<file path="src/hw/rtl/bol_pkg.sv">
// ----------------------------------------------------------------------------
// bol_pkg - shared definitions for the bounded ordered list
// Sizes, operation and status codes, cell select codes and helpers.
// ----------------------------------------------------------------------------
package bol_pkg;

    localparam int DEPTH  = 16;
    localparam int DATA_W = 32;
    localparam int FUNC_W = 3;
    localparam int POS_W  = 8;
    localparam int STAT_W = 2;
    localparam int LEN_W  = 5;
    localparam int CNT_W  = $clog2(DEPTH + 1);
    // width for comparing positions against the fill count
    localparam int CMP_W  = ((CNT_W > POS_W) ? CNT_W : POS_W) + 1;

    typedef logic signed [DATA_W-1:0] t_data;
    typedef logic [2:0]               t_sel;

    // operation codes
    localparam logic [FUNC_W-1:0] FN_INS_FRONT = 3'd0;
    localparam logic [FUNC_W-1:0] FN_INS_END   = 3'd1;
    localparam logic [FUNC_W-1:0] FN_DEL_FRONT = 3'd2;
    localparam logic [FUNC_W-1:0] FN_DEL_AFTER = 3'd3;
    localparam logic [FUNC_W-1:0] FN_DISPLAY   = 3'd4;

    // status codes
    localparam logic [STAT_W-1:0] ST_OK    = 2'd0;
    localparam logic [STAT_W-1:0] ST_FULL  = 2'd1;
    localparam logic [STAT_W-1:0] ST_EMPTY = 2'd2;
    localparam logic [STAT_W-1:0] ST_RANGE = 2'd3;

    // cell next-value select
    localparam t_sel SEL_HOLD = 3'd0;
    localparam t_sel SEL_VAL  = 3'd1;
    localparam t_sel SEL_PREV = 3'd2;
    localparam t_sel SEL_NEXT = 3'd3;
    localparam t_sel SEL_HEAD = 3'd4;

    // length as reported: fill count modulo 32
    function automatic logic [LEN_W-1:0] to_len(input logic [CNT_W-1:0] c);
        logic [CNT_W+LEN_W-1:0] ext;
        ext = {{LEN_W{1'b0}}, c};
        return ext[LEN_W-1:0];
    endfunction

endpackage

</file>
<file path="src/hw/rtl/bol_cell.sv">
// ----------------------------------------------------------------------------
// bol_cell - one storage cell of the list chain
// Holds one entry and loads it from the insert value, a neighbour or the head cell.
// ----------------------------------------------------------------------------
module bol_cell
    import bol_pkg::*;
(
    input  logic  i_clk,
    input  t_sel  i_sel,
    input  t_data i_value,
    input  t_data i_prev,
    input  t_data i_next,
    input  t_data i_head,
    output t_data o_data
);

    t_data r_data;
    t_data n_data;

    always_comb begin
        case (i_sel)
            SEL_VAL:  n_data = i_value;
            SEL_PREV: n_data = i_prev;
            SEL_NEXT: n_data = i_next;
            SEL_HEAD: n_data = i_head;
            default:  n_data = r_data;
        endcase
    end

    always_ff @(posedge i_clk) begin
        r_data <= n_data;
    end

    assign o_data = r_data;

endmodule

</file>
<file path="src/hw/rtl/bounded_ordered_list_unit.sv">
// ----------------------------------------------------------------------------
// bounded_ordered_list_unit - ordered list of signed values in a cell chain
// Insert front/end, delete front, delete after a position, and display.
// ----------------------------------------------------------------------------
//
//  channel  | direction | handshake           | payload
//  ---------+-----------+---------------------+---------------------------------
//  command  | in        | start, busy         | i_func, i_value, i_position
//  result   | out       | o_strobe (one cycle) | o_status, o_element, o_last,
//           |           |                     | o_length
//
//  A command beat is taken on a rising edge with start high and busy low.
//  Insert and delete commands complete on the accepting edge: the cell row
//  shifts or loads on that edge and the status beat appears on the next cycle.
//  Display of a non-empty list: busy stays high while the row rotates one
//  place a cycle and cell 0 feeds each element out, leaving the list as it
//  was; the first element beat passes through the state register and then
//  the result beat register. An empty display gives its one beat on the
//  next cycle. Unused function codes are taken and give no beat.
//  Reset (synchronous, active low) empties the list; entries are not cleared.
//  The receiver cannot stall: each result beat lasts exactly one cycle.
// ----------------------------------------------------------------------------
module bounded_ordered_list_unit
    import bol_pkg::*;
(
    input  logic                    i_clk,
    input  logic                    i_rst_n,
    input  logic                    start,
    output logic                    busy,
    input  logic [FUNC_W-1:0]       i_func,
    input  logic signed [DATA_W-1:0] i_value,
    input  logic [POS_W-1:0]        i_position,
    output logic                    o_strobe,
    output logic [STAT_W-1:0]       o_status,
    output logic signed [DATA_W-1:0] o_element,
    output logic                    o_last,
    output logic [LEN_W-1:0]        o_length
);

    localparam logic S_IDLE = 1'b0;
    localparam logic S_DISP = 1'b1;

    // control state
    logic              r_state,  n_state;
    logic [CNT_W-1:0]  r_count,  n_count;
    logic [CNT_W-1:0]  r_idx,    n_idx;
    logic              r_strobe, n_strobe;

    // result beat register
    logic [STAT_W-1:0] r_status, n_status;
    t_data             r_element, n_element;
    logic              r_last,   n_last;
    logic [LEN_W-1:0]  r_length, n_length;

    logic              accept;
    logic              full;
    logic              empty;
    logic              range_bad;
    logic              disp_last;
    logic [CMP_W-1:0]  pos_ext;
    logic [CMP_W-1:0]  cnt_ext;

    t_data             cell_q   [DEPTH];
    t_sel              cell_sel [DEPTH];

    assign busy      = (r_state == S_DISP);
    assign accept    = start && !busy;
    assign full      = (r_count == CNT_W'(DEPTH));
    assign empty     = (r_count == '0);
    assign pos_ext   = CMP_W'(i_position);
    assign cnt_ext   = CMP_W'(r_count);
    // the position has no successor in the list
    assign range_bad = ((pos_ext + CMP_W'(1)) >= cnt_ext);
    assign disp_last = (r_idx == (r_count - CNT_W'(1)));

    // ------------------------------------------------------------------------
    // Sequencer: list commands and display stepping
    // ------------------------------------------------------------------------
    always_comb begin
        n_state   = r_state;
        n_count   = r_count;
        n_idx     = r_idx;
        n_strobe  = 1'b0;
        n_status  = ST_OK;
        n_element = '0;
        n_last    = 1'b1;
        n_length  = to_len(r_count);

        if (r_state == S_DISP) begin
            // emit the current head, rotate the row one place
            n_strobe  = 1'b1;
            n_element = cell_q[0];
            n_last    = disp_last;
            n_idx     = r_idx + CNT_W'(1);
            if (disp_last) begin
                n_state = S_IDLE;
            end
        end else if (accept) begin
            case (i_func)
                FN_INS_FRONT, FN_INS_END: begin
                    n_strobe = 1'b1;
                    if (full) begin
                        n_status = ST_FULL;
                    end else begin
                        n_count = r_count + CNT_W'(1);
                    end
                end
                FN_DEL_FRONT: begin
                    n_strobe = 1'b1;
                    if (empty) begin
                        n_status = ST_EMPTY;
                    end else begin
                        n_count = r_count - CNT_W'(1);
                    end
                end
                FN_DEL_AFTER: begin
                    n_strobe = 1'b1;
                    if (empty) begin
                        n_status = ST_EMPTY;
                    end else if (range_bad) begin
                        n_status = ST_RANGE;
                    end else begin
                        n_count = r_count - CNT_W'(1);
                    end
                end
                FN_DISPLAY: begin
                    if (empty) begin
                        // a single empty beat
                        n_strobe = 1'b1;
                        n_status = ST_EMPTY;
                    end else begin
                        n_state = S_DISP;
                        n_idx   = '0;
                    end
                end
                default: begin
                    // unused code: drop the beat
                end
            endcase
            n_length = to_len(n_count);
        end
    end

    always_ff @(posedge i_clk) begin
        if (!i_rst_n) begin
            r_state  <= S_IDLE;
            r_count  <= '0;
            r_idx    <= '0;
            r_strobe <= 1'b0;
        end else begin
            r_state  <= n_state;
            r_count  <= n_count;
            r_idx    <= n_idx;
            r_strobe <= n_strobe;
        end
    end

    always_ff @(posedge i_clk) begin
        r_status  <= n_status;
        r_element <= n_element;
        r_last    <= n_last;
        r_length  <= n_length;
    end

    // ------------------------------------------------------------------------
    // Cell row: each cell picks its next value from its index, the state, the command, the fill count and the position
    // ------------------------------------------------------------------------
    for (genvar g = 0; g < DEPTH; g++) begin : g_cell
        localparam logic [CMP_W-1:0] K = CMP_W'(g);
        localparam int PREV_I = (g == 0) ? 0 : g - 1;
        localparam int NEXT_I = (g == DEPTH - 1) ? g : g + 1;

        t_data prev_d;

        // the front cell takes the insert value in place of a left neighbour
        assign prev_d = (g == 0) ? i_value : cell_q[PREV_I];

        always_comb begin
            cell_sel[g] = SEL_HOLD;
            if (r_state == S_DISP) begin
                // rotate the occupied part left, head wraps to the tail
                if ((K + CMP_W'(1)) < cnt_ext) begin
                    cell_sel[g] = SEL_NEXT;
                end else if ((K + CMP_W'(1)) == cnt_ext) begin
                    cell_sel[g] = SEL_HEAD;
                end
            end else if (accept) begin
                case (i_func)
                    FN_INS_FRONT: begin
                        if (!full && K <= cnt_ext) begin
                            cell_sel[g] = (g == 0) ? SEL_VAL : SEL_PREV;
                        end
                    end
                    FN_INS_END: begin
                        if (!full && K == cnt_ext) begin
                            cell_sel[g] = SEL_VAL;
                        end
                    end
                    FN_DEL_FRONT: begin
                        if ((K + CMP_W'(1)) < cnt_ext) begin
                            cell_sel[g] = SEL_NEXT;
                        end
                    end
                    FN_DEL_AFTER: begin
                        if (K > pos_ext && (K + CMP_W'(1)) < cnt_ext) begin
                            cell_sel[g] = SEL_NEXT;
                        end
                    end
                    default: begin
                        cell_sel[g] = SEL_HOLD;
                    end
                endcase
            end
        end

        bol_cell u_cell (
            .i_clk   (i_clk),
            .i_sel   (cell_sel[g]),
            .i_value (i_value),
            .i_prev  (prev_d),
            .i_next  (cell_q[NEXT_I]),
            .i_head  (cell_q[0]),
            .o_data  (cell_q[g])
        );
    end

    assign o_strobe  = r_strobe;
    assign o_status  = r_status;
    assign o_element = r_element;
    assign o_last    = r_last;
    assign o_length  = r_length;

    // ------------------------------------------------------------------------
    // Assertions
    // ------------------------------------------------------------------------
    a_count_bound: assert property (@(posedge i_clk) disable iff (!i_rst_n)
        r_count <= CNT_W'(DEPTH))
        else $error("fill count beyond depth");

    a_mid_beat_busy: assert property (@(posedge i_clk) disable iff (!i_rst_n)
        (o_strobe && !o_last) |-> busy)
        else $error("non-final beat outside display");

    a_error_is_last: assert property (@(posedge i_clk) disable iff (!i_rst_n)
        (o_strobe && o_status != ST_OK) |-> o_last)
        else $error("error beat not marked last");

    a_full_holds: assert property (@(posedge i_clk) disable iff (!i_rst_n)
        (accept && full && (i_func == FN_INS_FRONT || i_func == FN_INS_END))
        |=> (o_strobe && o_status == ST_FULL && $stable(r_count)))
        else $error("insert into full list changed the list");

endmodule
</file>
<file path="config.mk">
export PLATFORM = sky130hd
export DESIGN_NAME = bounded_ordered_list_unit
export DESIGN_NICKNAME = d
export VERILOG_FILES = /design/src/hw/rtl/bol_pkg.sv /design/src/hw/rtl/bol_cell.sv /design/src/hw/rtl/bounded_ordered_list_unit.sv
export SDC_FILE = /design/constraint.sdc
export NUM_CORES = 1
export LEC_CHECK = 0
export ABC_AREA = 1
export BUFFER_PORTS_ARGS = -buffer_cell sky130_fd_sc_hd__buf_2
export CAP_MARGIN = 20
export CELL_PAD_IN_SITES_DETAIL_PLACEMENT = 1
export CELL_PAD_IN_SITES_GLOBAL_PLACEMENT = 1
export CORE_ASPECT_RATIO = 1.1
export CORE_UTILIZATION = 49
export CTS_CLUSTER_SIZE = 8
export DETAILED_ROUTE_END_ITERATION = 10
export GPL_ROUTABILITY_DRIVEN = 0
export PLACE_DENSITY_LB_ADDON = 0.1
export SETUP_SLACK_MARGIN = 0.3
export SYNTH_ARGS = -nofsm -noshare
export SYNTH_HDL_FRONTEND = slang
export SYNTH_SLANG_ARGS = --single-unit
</file>
<file path="constraint.sdc">
create_clock -name i_clk -period 4.85 [get_ports i_clk]
set_clock_uncertainty 0.05 [all_clocks]
set_input_delay 0.485 -clock i_clk [delete_from_list [all_inputs] [get_ports i_clk]]
set_output_delay 0.485 -clock i_clk [all_outputs]
set_load 0.05 [all_outputs]
</file>
# Word-level counts from Yosys, hierarchy flattened

Cells that the tools add are included.

Register bits: 564
Input bits: 46
Output and inout bits: 42
Word-level logic and storage cells: 427

Add/subtract/negate cells: 4
Magnitude comparators: 49
Equal/unequal tests: 85
Mux-type cells: 185
Bitwise gates (word level): 1
Reductions and logical operators: 79

Operator list:

| cell               | count |
|---|---|
| $pmux 32 s4        | 13 |
| $mux 3             | 64 |
| $pmux 3 s4         | 16 |
| $pmux 32 s3        | 2 |
| $mux 2             | 50 |
| $eq 3x2->1 const B | 33 |
| $gt 4x8->1 const A | 8 |
| $pmux 32 s2        | 1 |
| $reduce_bool 4->1  | 13 |
| $eq 3x1->1 const B | 17 |
| $mux 5             | 10 |
| $logic_and 1x1->1  | 49 |
| $eq 3x3->1 const B | 16 |
| $eq 4x5->1 const A | 8 |
| $le 4x5->1 const A | 8 |
| $lt 4x5->1 const A | 8 |
| $gt 3x8->1 const A | 4 |
| $mux 1             | 26 |
| $eq 3x5->1 const A | 4 |
| $le 3x5->1 const A | 4 |
| $lt 3x5->1 const A | 4 |
| $gt 1x8->1 const A | 2 |
| $gt 2x8->1 const A | 2 |
| $pmux 5 s3         | 1 |
| other kinds (27)   | 40 |

# Longest topological paths before layout

Depth after elaboration: 10
Depth in mapped cells: 17

# Modules after synthesis

Synthesis repeated with hierarchy kept, for this count alone.

Cells, all modules: 5,724
Area total of the unflattened synthesis: 41,406.0 um^2

Modules (own cells, without submodules):

| module                    | times used | cells each | area an instance (um^2) | seq. area each (um^2) |
|---|---|---|---|---|
| bol_cell                  | 16         | 322        | 2,369.8                 | 960.9 |
| bounded_ordered_list_unit | 1          | 572        | 3,489.6                 | 1,041.0 |

# Worst setup path after synthesis

Ideal clock, no wire load.

Kind: register to register
Start point: register r_count[0]
End point: register g_cell[3].u_cell.r_data[0] (enable)
Library setup time: 0.466 ns
Data arrival time: 3.871 ns
Required time: 4.334 ns
Path slack: 0.463 ns
Stages on the path, launching flop included: 10
Path buffers: 2
Cell sequence: dfxtp_1 buf_2 inv_1 ha_1 nand3_2 nand2_1 o21ai_0 nor2_2 clkbuf_1 o21ai_0

Cells in the longest elaborated chain, start to end: 9
Elaborated cells on any way between the ends: 23
Those cells by class: order compare (2); eq/ne (7); mux (9); reduce/logical (5)

RTL lines:

| item                                               | RTL line                         | source |
|---|---|---|
| from (decl)                                        | bounded_ordered_list_unit.sv:45  | `logic [CNT_W-1:0] r_count, n_count;` |
| from (signal assigned)                             | bounded_ordered_list_unit.sv:152 | `r_count <= n_count;` |
| branches (longest 6 deep; another with $lt 3x5->1) | --                               |  |
| $mux 3 (*)                                         | bounded_ordered_list_unit.sv:180 | `if (r_state == S_DISP) begin` |
| $eq 3x1->1, or another cell as far along           | bol_cell.sv:21                   | `case (i_sel)` |
| $reduce_bool 4->1 (no source line) (*)             | --                               |  |
| to (signal assigned)                               | bol_cell.sv:31                   | `r_data <= n_data;` |
| to (decl)                                          | bol_cell.sv:17                   | `t_data r_data;` |

Every way passes the cells marked *.
A chain may end at the register's enable or synchronous reset.

# Final worst setup path

Start point: register r_count[0]
End point: register g_cell[8].u_cell.r_data[27] (enable)

Cells in the longest elaborated chain, start to end: 9
Elaborated cells on any way between the ends: 23
Those cells by class: order compare (2); eq/ne (7); mux (9); reduce/logical (5)

RTL lines:

| item                                               | RTL line |
|---|---|
| branches (longest 6 deep; another with $lt 4x5->1) | -- |
| $mux 3 (*)                                         | bounded_ordered_list_unit.sv:180 |
| $eq 3x1->1, or another cell as far along           | bol_cell.sv:21 |
| $reduce_bool 4->1 (no source line) (*)             | -- |
| to (signal assigned)                               | bol_cell.sv:31 |
| to (decl)                                          | bol_cell.sv:17 |

Marked as above.

==> summary.md <==
Post-synthesis share of cell area spent on xor and xnor gates: 0.00129. For the final number of max-transition violations, the log shows 0. Among all stages on the critical path, the largest delay is contributed by sky130_fd_sc_hd__dfxtp_1. The die covers 70,100 um2. The worst path in the final design needs a cycle of 4120 ps, including I/O delays and setup. The tools report the slack of the worst reg-to-reg path as 730 ps. In this run the remaining antenna-violating nets after routing total 0. In the synthesized netlist, the number of instances is 4,091. The logs give 243 MHz for the achievable clock frequency and 564 for the TritonCTS sink count. The DRC violation count after routing is 0, and the total of max-cap violations is 0. The layout cell share with drive strength beyond 1 is 0.101, and the final hold violation count is 0. The global router's overall resource usage is 0.382. Counting distinct cell types in the post-synthesis netlist gives 43.

Row generation in the floorplan step produced 100 rows. Setup repair after global routing left no endpoint under its margin. Entering global routing, the biggest net connects 68 pins.

Post-cts repair resize count: 0. The endpoint identified for the worst register-to-register timing path is g_cell[8].u_cell.o_data[27]. The later pin in the worst-skew pair is clocked with a latency of 620 ps. The most frequent cell on the critical path was sky130_fd_sc_hd__nand2_1.

In this run the cell area measured after placement is 34,500 um2. Leaving out filler cells and counting taps, the final layout contains 4,931. Measured in cells, the most critical reg-to-reg path has a length of 13. By area the synthesized netlist is led by sky130_fd_sc_hd__edfxtp_1 45%, sky130_fd_sc_hd__nand3_1 14%, sky130_fd_sc_hd__nand4_1 10%. The synthesized area is 33,800 um2.

Tracing the worst setup path back leads to its startpoint at r_count[0]. The horizontal die dimension is 252 um, and the first-pass GRT wire length is 208,000 um. The fraction of the cycle the final worst path needs is 0.850. The area fraction in and, or, nand and nor cells after synthesis is 0.365, and the total of fill cells in the finished design is 8,034. The tools report the post-CTS repair timing setup buffer count as 0.

The most common cell in the synthesized netlist was sky130_fd_sc_hd__nand3_1. STA classifies the critical path endpoint as a flop. The path type of the worst min-delay path is in -> reg. The mean number of vias per cell was 6.82.

On the worst path, the slowest cell contributes a delay of 670 ps. In this run the standard cell core region covers 67,900 um2. The fraction of the mapped netlist area in compound gates works out to 0.0562. STA classifies the critical path startpoint as a flop. The via count of the first global-routing pass came out at 34,205. TritonCTS built the clock tree. By area, the combinational part of the netlist is dominated by simple AND/OR/NAND/NOR gates.

Counting instances in the post-synthesis netlist gives the leading cell types as 922 x sky130_fd_sc_hd__nand3_1, 789 x sky130_fd_sc_hd__nand2_1, 552 x sky130_fd_sc_hd__nand4_1. Following the worst setup path forward leads to its endpoint at g_cell[8].u_cell.o_data[27]. The area share of the largest cell type after synthesis was 0.455; the number of enable-type register cells in the synthesized netlist was 512. For the number of placed I/O pins, the log shows 88.

The aggregate global routing overflow is 0, and the post-synthesis area per instance is 8.27 um2. The synthesis-stage register bit count works out to 564. The run finished with clean final reports. For the sequential element share of the synthesized area, the log shows 0.485. Counting the buffers created by CTS gives 80. The startpoint identified for the worst register-to-register timing path is r_count[0]. Dominant cell type by area after synthesis: sky130_fd_sc_hd__edfxtp_1. Counting tap cells, the placed design contains a total of 4,802 instances. The relative slew slack came out at 0.256. The initial core utilization is 0.498. The post-synthesis adder-cell area fraction works out to 0.00555. Summed over all cells, the static leakage comes to 13.8 nW. After routing the design area is 36,800 um2. The logs give 0 for the count of hold-fix buffers inserted at cts and 5070 ps for the required time of the worst setup path. After detailed routing, the average wire length per cell comes to 27.4 um.

The final-report setup violation count came out at 0. For this run, the number of Yosys warnings is 0. Measured along the y axis, the die boundary spans 278 um. In this run the clock root is driven by a sky130_fd_sc_hd__clkbuf_16. The number of buffers added on ports is 87, and the number of detailed-routing iterations run before antenna repair is 6.

The tightest hold path in the finished design has a slack of 135 ps. The path type of the worst setup path is reg -> reg. The routed design has 135,000 um of wire. For this run, the leading register cell type out of synthesis is sky130_fd_sc_hd__edfxtp_1. Traced cell by cell, the critical path runs through inv_1 -> ha_1 -> nand3_2 -> nand2_1 -> inv_1 -> nand2_1 -> nand3_1 -> nand2_1 -> nand2_2 -> nand2_1 -> buf_4 -> o211ai_1 -> buf_4. The estimated wirelength of the detail-placed design is 95,400 um, and the mux contribution to synthesized area is 0.0107.

In the final design database the tool counted 4,031 nets. The run gives 0.241 mV as the largest vdd supply drop. Actual transition at the worst max-transition pin: 1110 ps. Counting every net in the synthesized netlist gives 4,152. The fraction of synthesis flops using an asynchronous set or reset pin was 0. For the maximum count of clock buffers along a single path, the log shows 3.

The total power of the final layout was 12.3 mW. The area added between synthesis and finish was 8.95%. The total power density per cell area came out at 335 nW/um2. The signal arrival time at the worst endpoint is 4340 ps, and the number of DRC violations after detailed-routing iteration 0 is 4,142. Clock-pin slew was measured on the worst setup and hold paths at 60 ps. The highest fanout seen on the critical path is 33, and the number of H-tree levels is 3.

For the final routed database, the setup TNS stands at 0 ps. For the total via count in the routed design, the log shows 33,611. The number of antenna violations at the first check in global routing was 0.
## layout by cell type (no fill, tap or decap), types with 5 or more instances in the layout
master,synthesis,layout
sky130_fd_sc_hd__edfxtp_1,512,512
sky130_fd_sc_hd__nand3_2,4,6
sky130_fd_sc_hd__clkbuf_1,204,38
sky130_fd_sc_hd__nor2_2,10,14
sky130_fd_sc_hd__o211ai_1,99,99
sky130_fd_sc_hd__nand2_2,17,21
sky130_fd_sc_hd__buf_2,158,87
sky130_fd_sc_hd__o21ai_0,26,24
sky130_fd_sc_hd__buf_4,25,109
sky130_fd_sc_hd__nand3_1,922,920
sky130_fd_sc_hd__inv_2,20,20
sky130_fd_sc_hd__o21ai_1,8,8
sky130_fd_sc_hd__ha_1,15,15
sky130_fd_sc_hd__nor3_1,6,6
sky130_fd_sc_hd__nor2_1,235,231
sky130_fd_sc_hd__inv_1,178,177
sky130_fd_sc_hd__nand4_1,552,552
sky130_fd_sc_hd__mux2_2,32,32
sky130_fd_sc_hd__clkbuf_16,0,81
sky130_fd_sc_hd__dfxtp_1,52,51
sky130_fd_sc_hd__xor2_1,5,5
sky130_fd_sc_hd__nand2_1,789,785
sky130_fd_sc_hd__a21oi_1,153,153
sky130_fd_sc_hd__a22oi_1,14,14
sky130_fd_sc_hd__nor2_4,8,8
## through the flow
stage	setup WS, ps	utilization
5_1_grt	493	0.542
2_1_floorplan	463	-
6_report	728	0.542
4_1_cts	752	0.541
3_5_place_dp	810	0.508
3_3_place_gp	923	0.508
## critical path: cells and delay by family, from the launching register on
kind                       cells  cell delay, ps
buffers and inverters          4            1380
adders and majority gates      1             300
and+or+nand+nor                7            1180
AOI/OAI and AO/OA              1             140
DFF                            1             670
## how the worst min path moves through the flow
stage / from / endpoint / slack [ps] / depth (start not counted)
floorplan: r_idx[4] / r_idx[4] / 390 / 1
global placement: r_idx[3] / r_idx[3] / 410 / 2
detailed placement: r_idx[3] / r_idx[3] / 450 / 2
CTS: i_rst_n / r_idx[4] / 120 / 3
global route: i_rst_n / r_idx[4] / 140 / 3
finish: i_rst_n / r_idx[4] / 130 / 3
## state kept, by name (all words and copies together), names as in the netlist
| signal | cells |
|---|---|
| o_strobe | 1 |
| o_element | 32 |
| r_idx | 5 |
| busy | 1 |
| o_last | 1 |
| o_status | 2 |
| r_count | 5 |
| o_length | 5 |
| g_cell.u_cell.o_data | 512 |
## final cells by class
type                    count  area [um2]  share of cell area
flip-flops and latches    564       16400               0.446
multi-input cells        2922       14900               0.405
clock buffers             121        2200              0.0596
repair buffers            201        1360              0.0369
well taps                 918        1150              0.0312
inverters                 201         759              0.0206
clock inverters             3        41.3             0.00112
diodes                      1        2.50           0.0000679
## kinds of logic after synthesis
family                     count (synthesis)
and+or+nand+nor                         2556
buffers and inverters                    605
DFF                                      564
AOI/OAI and AO/OA                        314
muxes                                     32
adders and majority gates                 15
xor gates and xnor gates                   5
## power breakdown
part / leakage, nW / internal, mW / switching, mW
sequential: 5.07 / 5.57 / 0.160
clock: 1.08 / 3.08 / 2.20
combinational: 7.66 / 0.342 / 0.980
## routing by layer
layer / vias up / global-route usage / wire, um
li1: 14583 / - / -
met5: - / 0 / 0
met4: 0 / 0.115 / 3070
met2: 2196 / 0.585 / 60400
met3: 273 / 0.0753 / 16100
met1: 16559 / 0.545 / 55500
Power figures use the tool's default switching activity.
